## config.mk

```make
export PLATFORM = sky130hd
export DESIGN_NAME = sdo_expedited_server
export DESIGN_NICKNAME = d
export VERILOG_FILES = /design/src/hdl/sdo_pkg.sv /design/src/hdl/sdo_ram.sv /design/src/hdl/sdo_datapath.sv /design/src/hdl/sdo_ctrl.sv /design/src/hdl/sdo_expedited_server.sv
export SDC_FILE = /design/constraint.sdc
export NUM_CORES = 2
export LEC_CHECK = 0
export BUFFER_PORTS_ARGS = -buffer_cell sky130_fd_sc_hd__buf_2
export CAP_MARGIN = 20
export CORE_MARGIN = 1.5
export CORE_UTILIZATION = 30
export DETAILED_ROUTE_END_ITERATION = 8
export GPL_ROUTABILITY_DRIVEN = 1
export MAX_ROUTING_LAYER = met4
export SLEW_MARGIN = 30
export SYNTH_ARGS = -nofsm -noshare
export SYNTH_HDL_FRONTEND = slang
export SYNTH_SLANG_ARGS = --single-unit
```

## constraint.sdc

```tcl
create_clock -name clock -period 13.95 [get_ports clock]
set_input_delay 1.395 -clock clock [delete_from_list [all_inputs] [get_ports clock]]
set_output_delay 1.395 -clock clock [all_outputs]
set_load 0.02 [all_outputs]
```

## src/hdl/sdo_pkg.sv

```systemverilog
`timescale 1ns / 1ps
// ----------------------------------------------------------------------------
// sdo_pkg
// Shared types, codes and constants of the expedited SDO server.
// ----------------------------------------------------------------------------
package sdo_pkg;

   localparam int DEF_NODES   = 4;
   localparam int DEF_ENTRIES = 16;

   localparam logic [10:0] ID_RX_LO  = 11'h601;
   localparam logic [10:0] ID_RX_HI  = 11'h67F;
   localparam logic [10:0] ID_RX_BAS = 11'h600;
   localparam logic [10:0] ID_TX_BAS = 11'h580;

   localparam logic [7:0] CMD_READ  = 8'h40;
   localparam logic [7:0] CMD_WR32  = 8'h23;
   localparam logic [7:0] CMD_WR16  = 8'h2B;
   localparam logic [7:0] CMD_WR8   = 8'h2F;
   localparam logic [7:0] RSP_WACK  = 8'h60;
   localparam logic [7:0] RSP_RD32  = 8'h43;
   localparam logic [7:0] RSP_RD16  = 8'h4B;
   localparam logic [7:0] RSP_RD8   = 8'h4F;

   localparam logic [2:0] CSR_ENABLE = 3'd0;
   localparam logic [2:0] CSR_NODE0  = 3'd1;
   localparam logic [2:0] CSR_NODE3  = 3'd4;

   typedef enum logic [2:0] {
      ST_WACK    = 3'd0,
      ST_RD_OK   = 3'd1,
      ST_RD_MISS = 3'd2,
      ST_NOT_RX  = 3'd3,
      ST_OTHER   = 3'd4,
      ST_UNKNOWN = 3'd5,
      ST_LOADED  = 3'd6
   } status_type;

   // entry: valid, index, subindex, class, locked, value
   typedef struct packed {
      logic        valid;
      logic [15:0] index;
      logic [7:0]  subindex;
      logic [1:0]  cls;
      logic        locked;
      logic [31:0] value;
   } entry_type;

   typedef struct packed {
      logic       clear;      // mask data to class width, set class to 32 for reads
      logic       scan;       // read and compare entry at cursor
      logic       next_cls;   // advance class, reset cursor
      logic       store;      // write matching entry at cursor
      logic       do_load;    // write load entry
      logic       finish;     // emit result
   } cmd_type;

   typedef struct packed {
      logic       is_write;
      logic       is_read;
      logic       last_entry;
      logic       last_cls;
      logic       hit;
   } sts_type;

   function automatic logic [31:0] class_mask(input logic [1:0] c);
      unique case (c)
         2'd0:    class_mask = 32'hFFFF_FFFF;
         2'd1:    class_mask = 32'h0000_FFFF;
         default: class_mask = 32'h0000_00FF;
      endcase
   endfunction

endpackage

```

## src/hdl/sdo_ram.sv

```systemverilog
`timescale 1ns / 1ps
// ----------------------------------------------------------------------------
// sdo_ram
// Generic simple dual-port RAM (one write, one read port) with registered read.
// ----------------------------------------------------------------------------
module sdo_ram #(
   parameter int WIDTH = 8,
   parameter int DEPTH = 16
) (
   input  logic                     clock,
   input  logic                     wr_en,
   input  logic [$clog2(DEPTH)-1:0] wr_addr,
   input  logic [WIDTH-1:0]         wr_data,
   input  logic [$clog2(DEPTH)-1:0] rd_addr,
   output logic [WIDTH-1:0]         rd_data
);
   logic [WIDTH-1:0] mem_ff [DEPTH];

   always_ff @(posedge clock) begin
      if (wr_en) mem_ff[wr_addr] <= wr_data;
      rd_data <= mem_ff[rd_addr];
   end
endmodule

```

## src/hdl/sdo_datapath.sv

```systemverilog
`timescale 1ns / 1ps
// ----------------------------------------------------------------------------
// sdo_datapath
// Frame decode, table storage, entry search and result formation.
// ----------------------------------------------------------------------------
module sdo_datapath #(
   parameter int NODES   = sdo_pkg::DEF_NODES,
   parameter int ENTRIES = sdo_pkg::DEF_ENTRIES
) (
   input  logic                 clock,
   input  logic                 reset,
   input  logic                 start_beat,
   input  sdo_pkg::cmd_type     cmd,
   output sdo_pkg::sts_type     sts,
   output logic                 direct,
   input  logic                 sdo_enable,
   input  logic [3:0][6:0]      node_ids,
   input  logic                 req_op,
   input  logic [10:0]          req_frame_id,
   input  logic [63:0]          req_frame_bytes,
   input  logic [1:0]           req_load_node,
   input  logic [3:0]           req_load_slot,
   input  logic [15:0]          req_load_index,
   input  logic [7:0]           req_load_subindex,
   input  logic [1:0]           req_load_class,
   input  logic                 req_load_locked,
   input  logic [31:0]          req_load_value,
   output logic [2:0]           rsp_status,
   output logic                 rsp_reply_valid,
   output logic [10:0]          rsp_reply_id,
   output logic [3:0]           rsp_reply_len,
   output logic [63:0]          rsp_reply_bytes,
   output logic [15:0]          rsp_req_index,
   output logic [7:0]           rsp_req_subindex,
   output logic [6:0]           rsp_req_node
);
   localparam int DEPTH = NODES * ENTRIES;
   localparam int AW    = (DEPTH > 1) ? $clog2(DEPTH) : 1;
   localparam int EW    = (ENTRIES > 1) ? $clog2(ENTRIES) : 1;
   localparam int NW    = (NODES > 1) ? $clog2(NODES) : 1;
   localparam int VW    = $bits(sdo_pkg::entry_type) - 1;

   // valid bits in flip-flops, payload in RAM
   logic [DEPTH-1:0] valid_ff, valid_in;

   logic [NW-1:0]  slot_ff, slot_in;
   logic [6:0]     nid_ff, nid_in;
   logic [7:0]     ccmd_ff, ccmd_in;
   logic [15:0]    idx_ff, idx_in;
   logic [7:0]     sub_ff, sub_in;
   logic [31:0]    data_ff, data_in;
   logic [1:0]     cls_ff, cls_in;
   logic [EW:0]    cur_ff, cur_in;
   logic [EW-1:0]  rd_cur_ff, rd_cur_in;
   logic           hit_ff, hit_in;
   logic [31:0]    hval_ff, hval_in;
   logic           pend_ff, pend_in;

   logic [2:0]  st_ff, st_in;
   logic        rv_ff, rv_in;
   logic [10:0] rid_ff, rid_in;
   logic [3:0]  rlen_ff, rlen_in;
   logic [63:0] rb_ff, rb_in;
   logic [15:0] ridx_ff, ridx_in;
   logic [7:0]  rsub_ff, rsub_in;
   logic [6:0]  rnode_ff, rnode_in;

   logic          wr_en;
   logic [AW-1:0] wr_addr, rd_addr;
   logic [VW-1:0] wr_data, rd_data;
   sdo_pkg::entry_type ent;

   logic [NW-1:0] m_slot;
   logic          m_any;
   logic          in_rng;
   logic          load_ok;
   logic [AW-1:0] load_addr;
   logic          match;

   sdo_ram #(.WIDTH(VW), .DEPTH(DEPTH)) u_ram (
      .clock  (clock),
      .wr_en  (wr_en),
      .wr_addr(wr_addr),
      .wr_data(wr_data),
      .rd_addr(rd_addr),
      .rd_data(rd_data)
   );

   always_comb begin
      m_slot = '0;
      m_any  = 1'b0;
      for (int n = NODES - 1; n >= 0; n--) begin
         if (req_frame_id == sdo_pkg::ID_RX_BAS + {4'd0, node_ids[n]}) begin
            m_slot = NW'(n);
            m_any  = 1'b1;
         end
      end
      in_rng  = (req_frame_id >= sdo_pkg::ID_RX_LO) && (req_frame_id <= sdo_pkg::ID_RX_HI);
      load_ok = (32'(req_load_node) < NODES) && (32'(req_load_slot) < ENTRIES)
                && (req_load_class != 2'd3);
      load_addr = AW'(32'(req_load_node) * ENTRIES + 32'(req_load_slot));
   end

   assign ent   = {valid_ff[AW'(32'(slot_ff) * ENTRIES + 32'(rd_cur_ff))], rd_data};
   assign match = ent.valid && !ent.locked && ent.cls == cls_ff
                  && ent.index == idx_ff && ent.subindex == sub_ff && pend_ff;

   // direct result when no table search is needed
   assign direct = req_op || !sdo_enable || !in_rng || !m_any;

   assign rd_addr = AW'(32'(slot_ff) * ENTRIES + 32'(cur_ff[EW-1:0]));

   always_comb begin
      wr_en   = 1'b0;
      wr_addr = AW'(32'(slot_ff) * ENTRIES + 32'(rd_cur_ff));
      wr_data = {idx_ff, sub_ff, cls_ff, 1'b0, data_ff};
      if (cmd.do_load) begin
         wr_en   = req_op && load_ok;
         wr_addr = load_addr;
         wr_data = {req_load_index, req_load_subindex, req_load_class, req_load_locked,
                    req_load_value & sdo_pkg::class_mask(req_load_class)};
      end else if (cmd.store && match) begin
         wr_en = 1'b1;
      end
   end

   always_comb begin
      valid_in  = valid_ff;
      slot_in   = slot_ff;
      nid_in    = nid_ff;
      ccmd_in   = ccmd_ff;
      idx_in    = idx_ff;
      sub_in    = sub_ff;
      data_in   = data_ff;
      cls_in    = cls_ff;
      cur_in    = cur_ff;
      rd_cur_in = rd_cur_ff;
      hit_in    = hit_ff;
      hval_in   = hval_ff;
      pend_in   = 1'b0;
      st_in     = st_ff;
      rv_in     = rv_ff;
      rid_in    = rid_ff;
      rlen_in   = rlen_ff;
      rb_in     = rb_ff;
      ridx_in   = ridx_ff;
      rsub_in   = rsub_ff;
      rnode_in  = rnode_ff;
      if (start_beat) begin
         slot_in  = m_slot;
         nid_in   = node_ids[m_slot];
         ccmd_in  = req_frame_bytes[7:0];
         idx_in   = req_frame_bytes[23:8];
         sub_in   = req_frame_bytes[31:24];
         data_in  = req_frame_bytes[63:32];
         cls_in   = (req_frame_bytes[7:0] == sdo_pkg::CMD_WR16) ? 2'd1 :
                    (req_frame_bytes[7:0] == sdo_pkg::CMD_WR8) ? 2'd2 : 2'd0;
         cur_in   = '0;
         hit_in   = 1'b0;
         st_in    = sdo_pkg::ST_UNKNOWN;
         rv_in    = 1'b0;
         rid_in   = '0;
         rlen_in  = '0;
         rb_in    = '0;
         ridx_in  = '0;
         rsub_in  = '0;
         rnode_in = '0;
         priority if (req_op) begin
            if (load_ok) begin
               st_in = sdo_pkg::ST_LOADED;
               valid_in[load_addr] = 1'b1;
            end
         end else if (!sdo_enable) begin
         end else if (!in_rng) begin
            st_in = sdo_pkg::ST_NOT_RX;
         end else if (!m_any) begin
            st_in    = sdo_pkg::ST_OTHER;
            rnode_in = 7'(req_frame_id - sdo_pkg::ID_RX_BAS);
         end
      end
      if (cmd.clear) begin
         data_in = data_ff & sdo_pkg::class_mask(cls_ff);
         if (ccmd_ff == sdo_pkg::CMD_READ) cls_in = 2'd0;
      end
      if (cmd.scan) begin
         rd_cur_in = cur_ff[EW-1:0];
         cur_in    = cur_ff + 1'b1;
         pend_in   = 1'b1;
      end
      if (match) begin
         hit_in  = 1'b1;
         hval_in = ent.value;
      end
      if (cmd.next_cls) begin
         cls_in = cls_ff + 2'd1;
         cur_in = '0;
         hit_in = 1'b0;
      end
      if (cmd.finish) begin
         ridx_in  = idx_ff;
         rsub_in  = sub_ff;
         rnode_in = nid_ff;
         if (sts.is_write) begin
            st_in   = sdo_pkg::ST_WACK;
            rv_in   = 1'b1;
            rid_in  = sdo_pkg::ID_TX_BAS + {4'd0, nid_ff};
            rlen_in = 4'd8;
            rb_in   = {32'd0, sub_ff, idx_ff, sdo_pkg::RSP_WACK};
         end else if (sts.is_read && (hit_ff || match)) begin
            st_in   = sdo_pkg::ST_RD_OK;
            rv_in   = 1'b1;
            rid_in  = sdo_pkg::ID_TX_BAS + {4'd0, nid_ff};
            rlen_in = (cls_ff == 2'd0) ? 4'd8 : (cls_ff == 2'd1) ? 4'd6 : 4'd5;
            rb_in   = {(match ? ent.value : hval_ff) & sdo_pkg::class_mask(cls_ff),
                       sub_ff, idx_ff,
                       (cls_ff == 2'd0) ? sdo_pkg::RSP_RD32 :
                       (cls_ff == 2'd1) ? sdo_pkg::RSP_RD16 : sdo_pkg::RSP_RD8};
         end else if (sts.is_read) begin
            st_in = sdo_pkg::ST_RD_MISS;
         end else begin
            st_in = sdo_pkg::ST_UNKNOWN;
         end
      end
   end

   assign sts.is_write   = ccmd_ff == sdo_pkg::CMD_WR32 || ccmd_ff == sdo_pkg::CMD_WR16
                           || ccmd_ff == sdo_pkg::CMD_WR8;
   assign sts.is_read    = ccmd_ff == sdo_pkg::CMD_READ;
   assign sts.last_entry = 32'(cur_ff) >= ENTRIES;
   assign sts.last_cls   = cls_ff == 2'd2;
   assign sts.hit        = hit_ff || match;

   always_ff @(posedge clock) begin
      if (reset) begin
         valid_ff <= '0;
         pend_ff  <= 1'b0;
         rv_ff    <= 1'b0;
         rlen_ff  <= '0;
      end else begin
         valid_ff <= valid_in;
         pend_ff  <= pend_in;
         rv_ff    <= rv_in;
         rlen_ff  <= rlen_in;
      end
      slot_ff   <= slot_in;
      nid_ff    <= nid_in;
      ccmd_ff   <= ccmd_in;
      idx_ff    <= idx_in;
      sub_ff    <= sub_in;
      data_ff   <= data_in;
      cls_ff    <= cls_in;
      cur_ff    <= cur_in;
      rd_cur_ff <= rd_cur_in;
      hit_ff    <= hit_in;
      hval_ff   <= hval_in;
      st_ff     <= st_in;
      rid_ff    <= rid_in;
      rb_ff     <= rb_in;
      ridx_ff   <= ridx_in;
      rsub_ff   <= rsub_in;
      rnode_ff  <= rnode_in;
   end

   assign rsp_status       = st_ff;
   assign rsp_reply_valid  = rv_ff;
   assign rsp_reply_id     = rid_ff;
   assign rsp_reply_len    = rlen_ff;
   assign rsp_reply_bytes  = rb_ff;
   assign rsp_req_index    = ridx_ff;
   assign rsp_req_subindex = rsub_ff;
   assign rsp_req_node     = rnode_ff;

   ap_no_reply_len: assert property (@(posedge clock) disable iff (reset)
      !rv_ff |-> rlen_ff == 4'd0);
   ap_reply_id: assert property (@(posedge clock) disable iff (reset)
      rv_ff |-> rid_ff == sdo_pkg::ID_TX_BAS + {4'd0, rnode_ff});
   ap_load_valid: assert property (@(posedge clock) disable iff (reset)
      start_beat && req_op && load_ok |=> valid_ff[$past(load_addr)]);
endmodule

```

## src/hdl/sdo_ctrl.sv

```systemverilog
`timescale 1ns / 1ps
// ----------------------------------------------------------------------------
// sdo_ctrl
// Sequencer for decode, entry scan per class and result strobe.
// ----------------------------------------------------------------------------
module sdo_ctrl (
   input  logic             clock,
   input  logic             reset,
   input  logic             start,
   input  logic             direct,
   input  sdo_pkg::sts_type sts,
   output sdo_pkg::cmd_type cmd,
   output logic             busy,
   output logic             start_beat,
   output logic             done
);
   typedef enum logic [5:0] {
      S_IDLE  = 6'b000001,
      S_PREP  = 6'b000010,
      S_SCAN  = 6'b000100,
      S_DRAIN = 6'b001000,
      S_FIN   = 6'b010000,
      S_OUT   = 6'b100000
   } state_type;

   state_type state_ff, state_in;

   assign start_beat = start && state_ff == S_IDLE;
   assign busy       = state_ff != S_IDLE;
   assign done       = state_ff == S_OUT;

   always_comb begin
      state_in = state_ff;
      cmd      = '0;
      cmd.do_load = start_beat;
      unique case (state_ff)
         S_IDLE:  if (start) state_in = direct ? S_OUT : S_PREP;
         S_PREP: begin
            cmd.clear = 1'b1;
            state_in  = (sts.is_write || sts.is_read) ? S_SCAN : S_FIN;
         end
         S_SCAN: begin
            cmd.store = sts.is_write;
            if (sts.last_entry) state_in = S_DRAIN;
            else cmd.scan = 1'b1;
         end
         S_DRAIN: begin
            cmd.store = sts.is_write;
            if (sts.is_read && !sts.hit && !sts.last_cls) begin
               cmd.next_cls = 1'b1;
               state_in     = S_SCAN;
            end else begin
               cmd.finish = 1'b1;
               state_in   = S_OUT;
            end
         end
         S_FIN: begin
            cmd.finish = 1'b1;
            state_in   = S_OUT;
         end
         S_OUT:   state_in = S_IDLE;
         default: state_in = S_IDLE;
      endcase
   end

   always_ff @(posedge clock) begin
      if (reset) state_ff <= S_IDLE;
      else       state_ff <= state_in;
   end

   ap_done_once: assert property (@(posedge clock) disable iff (reset)
      done |=> !done);
   ap_fin_out: assert property (@(posedge clock) disable iff (reset)
      cmd.finish |=> done);
   ap_no_start_busy: assert property (@(posedge clock) disable iff (reset)
      start_beat |=> busy);
endmodule

```

## src/hdl/sdo_expedited_server.sv

```systemverilog
`timescale 1ns / 1ps
// ----------------------------------------------------------------------------
// sdo_expedited_server
// Expedited CANopen SDO server for up to four node ids.
// ----------------------------------------------------------------------------
// Usage:
//   Raise start with the request fields; the beat is taken when start is high
//   and busy is low. req_op 1 loads a table entry, 0 presents a received CAN
//   frame. One result appears on the rsp_ ports for exactly one cycle, marked
//   by rsp_valid; the receiver cannot stall.
//   Loads and frames that need no table access give the result in the
//   cycle right after acceptance; an unknown command goes through S_PREP and
//   S_FIN before its result. Writes scan the node's ENTRIES entries once,
//   reads scan once per width class until a hit; the single table read port,
//   one entry a cycle, sets the length of each scan.
//   One item is in flight at a time; busy drops in the cycle after the result.
//   Configuration: csr_we, csr_index, csr_wdata, written while idle.
//   Reset clears the control registers and marks every entry invalid at once.
// ----------------------------------------------------------------------------
module sdo_expedited_server #(
   parameter int NODES   = sdo_pkg::DEF_NODES,
   parameter int ENTRIES = sdo_pkg::DEF_ENTRIES
) (
   input  logic        clock,
   input  logic        reset,
   input  logic        csr_we,
   input  logic [2:0]  csr_index,
   input  logic [6:0]  csr_wdata,
   input  logic        start,
   output logic        busy,
   input  logic        req_op,
   input  logic [10:0] req_frame_id,
   input  logic [63:0] req_frame_bytes,
   input  logic [1:0]  req_load_node,
   input  logic [3:0]  req_load_slot,
   input  logic [15:0] req_load_index,
   input  logic [7:0]  req_load_subindex,
   input  logic [1:0]  req_load_class,
   input  logic        req_load_locked,
   input  logic [31:0] req_load_value,
   output logic        rsp_valid,
   output logic [2:0]  rsp_status,
   output logic        rsp_reply_valid,
   output logic [10:0] rsp_reply_id,
   output logic [3:0]  rsp_reply_len,
   output logic [63:0] rsp_reply_bytes,
   output logic [15:0] rsp_req_index,
   output logic [7:0]  rsp_req_subindex,
   output logic [6:0]  rsp_req_node
);
   logic            en_ff, en_in;
   logic [3:0][6:0] ids_ff, ids_in;
   sdo_pkg::cmd_type cmd;
   sdo_pkg::sts_type sts;
   logic            direct, start_beat;

   always_comb begin
      en_in  = en_ff;
      ids_in = ids_ff;
      if (csr_we) begin
         if (csr_index == sdo_pkg::CSR_ENABLE) en_in = csr_wdata[0];
         else if (csr_index >= sdo_pkg::CSR_NODE0 && csr_index <= sdo_pkg::CSR_NODE3)
            ids_in[2'(csr_index - sdo_pkg::CSR_NODE0)] = csr_wdata;
      end
   end

   always_ff @(posedge clock) begin
      if (reset) begin
         en_ff  <= 1'b0;
         ids_ff <= '0;
      end else begin
         en_ff  <= en_in;
         ids_ff <= ids_in;
      end
   end

   sdo_ctrl u_ctrl (
      .clock(clock), .reset(reset), .start(start), .direct(direct), .sts(sts),
      .cmd(cmd), .busy(busy), .start_beat(start_beat), .done(rsp_valid)
   );

   sdo_datapath #(.NODES(NODES), .ENTRIES(ENTRIES)) u_dp (
      .clock(clock), .reset(reset), .start_beat(start_beat), .cmd(cmd), .sts(sts),
      .direct(direct), .sdo_enable(en_ff), .node_ids(ids_ff),
      .req_op(req_op), .req_frame_id(req_frame_id), .req_frame_bytes(req_frame_bytes),
      .req_load_node(req_load_node), .req_load_slot(req_load_slot),
      .req_load_index(req_load_index), .req_load_subindex(req_load_subindex),
      .req_load_class(req_load_class), .req_load_locked(req_load_locked),
      .req_load_value(req_load_value),
      .rsp_status(rsp_status), .rsp_reply_valid(rsp_reply_valid),
      .rsp_reply_id(rsp_reply_id), .rsp_reply_len(rsp_reply_len),
      .rsp_reply_bytes(rsp_reply_bytes), .rsp_req_index(rsp_req_index),
      .rsp_req_subindex(rsp_req_subindex), .rsp_req_node(rsp_req_node)
   );
endmodule
```

Word-level counts from Yosys, hierarchy flattened --
Memory sizes are Yosys's and may differ from the RTL's. A register that Yosys moved wholly into a read port is not among the register bits. Cells that the tools add are included.
Storage, ports and cells: register bits after elaboration 331, memory bits (writable) 3776, input port bits 155, output and inout port bits 116, word-level logic and storage cells 220, memories 1
Cells by class: add/sub/neg operators 12, $lt $le $gt $ge 11, equality and inequality tests 26, muxes and demuxes 98, bitwise logic cells 5, reduce and logical (&&, ||, !) cells 40
Memories:
- u_dp.u_ram.mem_ff | depth 64, bits a word 59, read ports 1, clocked after Yosys merged registers in 1, wr ports 1, RTL line sdo_ram.sv:17 | logic [WIDTH-1:0] mem_ff [DEPTH];
Operators by type and width (number):
- $mux 32 | 8
- $mux 64 | 4
- $pmux 32 s2 | 2
- $and 32x32->32 | 3
- $or 64x64->64 | 1
- $mux 59 | 1
- $mux 7 | 8
- $add 10x8->11 const A | 4
- $eq 11x11->1 | 4
- $mux 11 | 4
- $eq 8x6->1 const B | 5
- $mux 16 | 2
- $mux 6 | 5
- $pmux 6 s5 | 1
- $bwmux 28 | 1
- $mux 3 | 9
- $mux 1 | 25
- $mux 2 | 12
- $mux 8 | 3
- $mux 4 | 5
- $add 6x4->6 | 3
- $eq 16x16->1 | 1
- $logic_and 1x1->1 | 15
- $mux 5 | 3
- other kinds (41) | 63

Logic depth before layout (Yosys ltp) --
depth after elaboration 19, depth in mapped cells 12, depth with buffers taken out 8

By module --
A second synthesis with hierarchy kept.
Second synthesis, totals: cells, all modules 7466, area, all modules 159016.3 µm²
Modules (own cells, without submodules):
- sdo_ram | instances 1, cells each 6130, area an instance 144459.8 µm², sequential area each 114569.9 µm²
- sdo_datapath | instances 1, cells each 1182, area an instance 12903.6 µm², sequential area each 7036.7 µm²
- sdo_expedited_server | instances 1, cells each 109, area an instance 1239.9 µm², sequential area each 580.6 µm²
- sdo_ctrl | instances 1, cells each 45, area an instance 412.9 µm², sequential area each 120.1 µm²

Worst setup path before layout --
Ideal clock, no wire load.
kind input port to flip-flop, start point input start, end point memory u_dp.u_ram.mem_ff[54][0] (netlist name), enable pin, setup time 548 ps, data arrival time 6605 ps, data required time 13402 ps, setup slack 6797 ps, cell stages on the path 6, buffers on the path 1, cells stage by stage nand2_1 > inv_1 > buf_1 > mux2i_1 > nand2_1 > nor3_1
Between the ends: longest elaborated chain between the ends 4, elaborated cells on any way between the ends 5, those cells by class 4 x mux; 1 x reduce/logical
Ends and longest elaborated chain:
- start, declared | RTL line sdo_expedited_server.sv:29 | input logic start,
- $logic_and 1x1->1 (*) | RTL line sdo_ctrl.sv:28 | assign start_beat = start && state_ff == S_IDLE;
- $mux 1 | RTL line sdo_datapath.sv:117 | if (cmd.do_load) begin
- $mux 1 | RTL line sdo_ram.sv:20 | if (wr_en) mem_ff[wr_addr] <= wr_data;
- $mux 1 (not written as such) | RTL line sdo_ram.sv:20
- end, declared | RTL line sdo_ram.sv:17
Every way passes the cells marked *; elsewhere a longest branch is shown, timed or not.

Worst setup path after layout --
start point register u_ctrl.state_ff[1], end point memory u_dp.u_ram.mem_ff[32][43] (netlist name), enable pin
Between the ends: longest elaborated chain between the ends 8, elaborated cells on any way between the ends 12, those cells by class 3 x eq/ne; 6 x mux; 3 x reduce/logical
Ends and longest elaborated chain:
- start, declared | RTL line sdo_ctrl.sv:26 | state_type state_ff, state_in;
- start signal, assigned | RTL line sdo_ctrl.sv:68 | else state_ff <= state_in;
- $eq 6x3->1 or $eq 6x4->1 (tied branches) | RTL line sdo_ctrl.sv:36 | unique case (state_ff)
- $reduce_or 2->1 (no source line)
- $mux 1 | RTL line sdo_ctrl.sv:36
- $logic_and 1x1->1 | RTL line sdo_datapath.sv:122 | end else if (cmd.store && match) begin
- $mux 1 | RTL line sdo_datapath.sv:122
- $mux 1 | RTL line sdo_datapath.sv:117
- $mux 1 | RTL line sdo_ram.sv:20
- $mux 1 (not written as such) | RTL line sdo_ram.sv:20
Several ways; a longest one is shown, not always the timed one.

==> impl_metrics.yaml <==
run_status:
  status: "finished, final reports clean"
global_route:
  antenna_found_initial: 69
  grt_max_degree: 119
  grt_pass1_vias: 79000
  grt_pass1_wl_microns: 635000
  grt_usage_pct: 17.1
  grt_remaining_overflow: 0
drt:
  drcViolationCount: 0
  drtAntennaViolNets: 0
  first_iter_violations: 10900
  routed_via_density: 5.23
  drt_wl_total_microns: 459000
  dr.pass1.iters: 8
  vias: 79000
  routedWlPerCell_microns: 30.4
job:
  maxCapViolCount: 0
pwr:
  internal_power_w: 0.0210
  p_seq_share_pct: 53.1
  power_switching_share_pct: 22.8
  p_leak_nw: 56.4
  p_per_area_nw_per_um2: 147
  pwr-share-comb_pct: 5.3
  clkPwrFrac_pct: 41.6
  power.net_switching_w: 0.00618
  ir_worst_vdd_v: 0.000125
die:
  io_pins: 271
  die_w_microns: 732
  row_count: 267
  core_area_sq_um: 529000
  start_util_pct: 30.1
  die_y_microns: 732
  dieArea_sq_um: 535000
cells_and_area:
  fin_cells: 15100
  mostFrequentLayoutCells: "3887 x edfxtp_1, 1235 x mux4_2, 431 x clkbuf_16"
  area_growth_pct: 15.8
  nNetsFinal: 7843
  fin_util_pct: 34.9
  fin_area_sq_um: 184000
  fillerInstances: 48200
  drive_above_1_share_pct: 31.4
  layout_commonest_cell: "edfxtp_1"
critical_path:
  cp-start-kind: "flip-flop"
  slowest_delay_ns: 0.83
  crit_buf_inv: 2
  r2r_cells: 8
  path_cells: "nor4_1 -> and3b_1 -> nand2_4 -> inv_6 -> mux2i_1 -> nand2b_1 -> nor2_4 -> buf_4"
  cp_top_family: "simple AND/OR/NAND/NOR gates"
  cp_max_fo: 65
  rrSetupSlack_ns: 7.93
  crit_type: "flip-flop to flip-flop"
  cp_slowest_cell: "buf_4"
  r2r_start: "u_ctrl.state_ff[1]"
  r2r-end: "u_dp.u_ram.mem_ff[32][43]"
  cp-end-kind: "flip-flop"
  cp.arrival_ns: 6.54
  cp.required_ns: 14.48
placed_design:
  io_buffers: 270
  place_congestion: 0.863
  place_inst: 14200
  post_dp_cell_area_sq_um: 170000
  post-dp-hpwl_microns: 273000
cts:
  tritoncts: "built"
  clockRootBuffer: "clkbuf_16"
  htree_num_levels: 5
  clock_latency_ns: 1.01
  clkSinkCount: 4166
  ctsResizeCount: 0
  postCtsHoldBufs: 0
  clockBufferDepth: 4
  cts_buffers: 425
  post_cts_buffers: 0
  clkTransAtPathRegs_ns: 0.06
sta:
  finalSetupTns_ns: 0
  fin_hold_ws_ns: 0.441
  hold_viol_final: 0
  slew_viol_final: 0
  relSlewSlack_pct: 29.5
  rsz0062_at_grt: "no"
  fin_skew_ns: 0.113
  setup_viol: 0
  worstMarginPinSlew_ns: 1.06
  period_minus_slack_ns: 6.02
  min_period_over_period_pct: 43.1
  max_freq_ghz: 0.166
yosys:
  synth-edff-count: 3887
  syn-instance-count: 7135
  yosysWarnings: 0
  ys_types: 72
  ys_async_sr_fraction_pct: 0
  syn_nets: 7295
  synth_flop_cell: "edfxtp_1"
  netlist_area_sq_um: 159000
  seq_area_frac_synth_pct: 76.8
  synth_seq_cells: 4166
  syn_avg_cell_area_sq_um: 22.3
min_path:
  hp-start: "u_dp.hval_ff[2]"
  min_path_cells: 2
  hold_path_class: "flip-flop to flip-flop"
  hold_end: "u_dp.hval_ff[2]"
-- worst max path at each step --
stage / startpoint / end / cells after the start
finish: u_ctrl.state_ff[1] / u_dp.u_ram.mem_ff[32][43] / 8
CTS: u_ctrl.state_ff[1] / u_dp.u_ram.mem_ff[48][43] / 8
floorplan: start / u_dp.u_ram.mem_ff[54][0] / 6
global placement: start / u_dp.u_ram.mem_ff[48][43] / 7
detailed placement: start / u_dp.u_ram.mem_ff[48][45] / 7
global route: u_ctrl.state_ff[1] / u_dp.u_ram.mem_ff[32][43] / 8
-- flip-flops by register name, summed over array words and instances, names as in the netlist, 2 cells and up --
signal / cells
u_dp.cls_ff: 2
u_dp.slot_ff: 2
u_dp.hval_ff: 32
u_dp.valid_ff: 64
u_dp.rd_cur_ff: 4
u_dp.rsp_reply_len: 4
u_dp.ccmd_ff: 8
u_dp.rsp_reply_bytes: 64
u_dp.sub_ff: 8
u_dp.u_ram.mem_ff: 3776
u_dp.rsp_req_node: 7
u_dp.data_ff: 32
u_dp.nid_ff: 7
u_dp.cur_ff: 5
u_dp.rsp_reply_id: 11
u_ctrl.state_ff: 6
u_dp.rsp_req_index: 16
u_dp.rsp_status: 3
u_dp.u_ram.rd_data: 59
ids_ff: 28
u_dp.rsp_req_subindex: 8
u_dp.idx_ff: 16
-- cells by family after synthesis --
kind of cell    after synthesis  synth area share, %
flops                      4166                 76.8
simple gates                905                 2.65
compound gates              239                0.893
fa+ha+maj                     5               0.0393
mux                        1342                 18.2
buf+inv                     424                 1.15
xor+xnor                     54                0.297
-- layout make-up --
type / count / area [sq um] / share of cell area [%]
Clock inverter: 259 / 2560 / 1.39
Antenna cell: 64 / 160 / 0.0868
Tap cell: 6994 / 8750 / 4.74
Inverter: 16 / 65.1 / 0.0353
Timing Repair Buffer: 529 / 3620 / 1.96
Multi-Input combinational cell: 2545 / 35700 / 19.3
Clock buffer: 534 / 11300 / 6.14
Sequential cell: 4166 / 122000 / 66.3
-- through the flow --
step           power (W)  setup slack, ns
2_1_floorplan     0.0153             6.80
3_3_place_gp      0.0160             7.58
3_5_place_dp      0.0161             7.33
4_1_cts           0.0273             7.79
5_1_grt           0.0279             7.58
6_report          0.0271             7.93
-- power groups by stage --
stage,combinational [W],sequential (W),clock [W]
after floorplan,0.000610,0.0147,0
after global placement,0.00135,0.0147,0
after detailed placement,0.00142,0.0147,0
after CTS,0.00142,0.0144,0.0115
after global routing,0.00151,0.0144,0.0119
final,0.00143,0.0144,0.0113
-- worst reg2reg max path, cell delays in order (launching register included) --
cell	delay, ns
dfxtp_1	0.33
nor4_1	0.41
and3b_1	0.39
nand2_4	0.54
inv_6	0.73
mux2i_1	0.73
nand2b_1	0.72
nor2_4	0.79
buf_4	0.84
-- Yosys cell counts (all sizes together), types with 2 or more instances --
master / number / area, sq um
a2111oi: 2 / 36.3
a211oi: 2 / 15.0
a21boi: 2 / 15.0
a21oi: 88 / 444
a221oi: 2 / 35.0
a31oi: 16 / 100
a32o: 2 / 20.0
a32oi: 23 / 201
and2: 40 / 250
and3: 11 / 68.8
and3b: 2 / 17.5
buf: 176 / 908
clkbuf: 232 / 871
dfxtp: 279 / 5590
edfxtp: 3887 / 117000
ha: 5 / 62.6
inv: 16 / 60.1
mux2: 22 / 248
mux2i: 84 / 841
mux4: 1236 / 27800
nand2: 421 / 1580
nand2b: 11 / 68.8
nand3: 117 / 591
nand3b: 16 / 120
nand4: 25 / 178
nand4b: 2 / 17.5
nor2: 147 / 554
nor2b: 8 / 50.1
nor3: 67 / 447
nor3b: 11 / 82.6
nor4: 13 / 87.6
nor4b: 2 / 17.5
o211ai: 2 / 15.0
o21ai: 87 / 435
o22ai: 3 / 25.0
o31ai: 3 / 22.5
or2: 6 / 37.5
or4: 2 / 15.0
xnor2: 35 / 307
xor2: 19 / 166
-- layer usage --
metal  wire length (microns)  GRT usage (%)  part of all wire [%]
met2                  211000           25.8                    46
met1                  188000           23.3                    41
met4                   14200           4.98                   3.1
met3                   46000           3.81                    10
met5                       0              -                     0
Power figures use the tool's default switching activity.
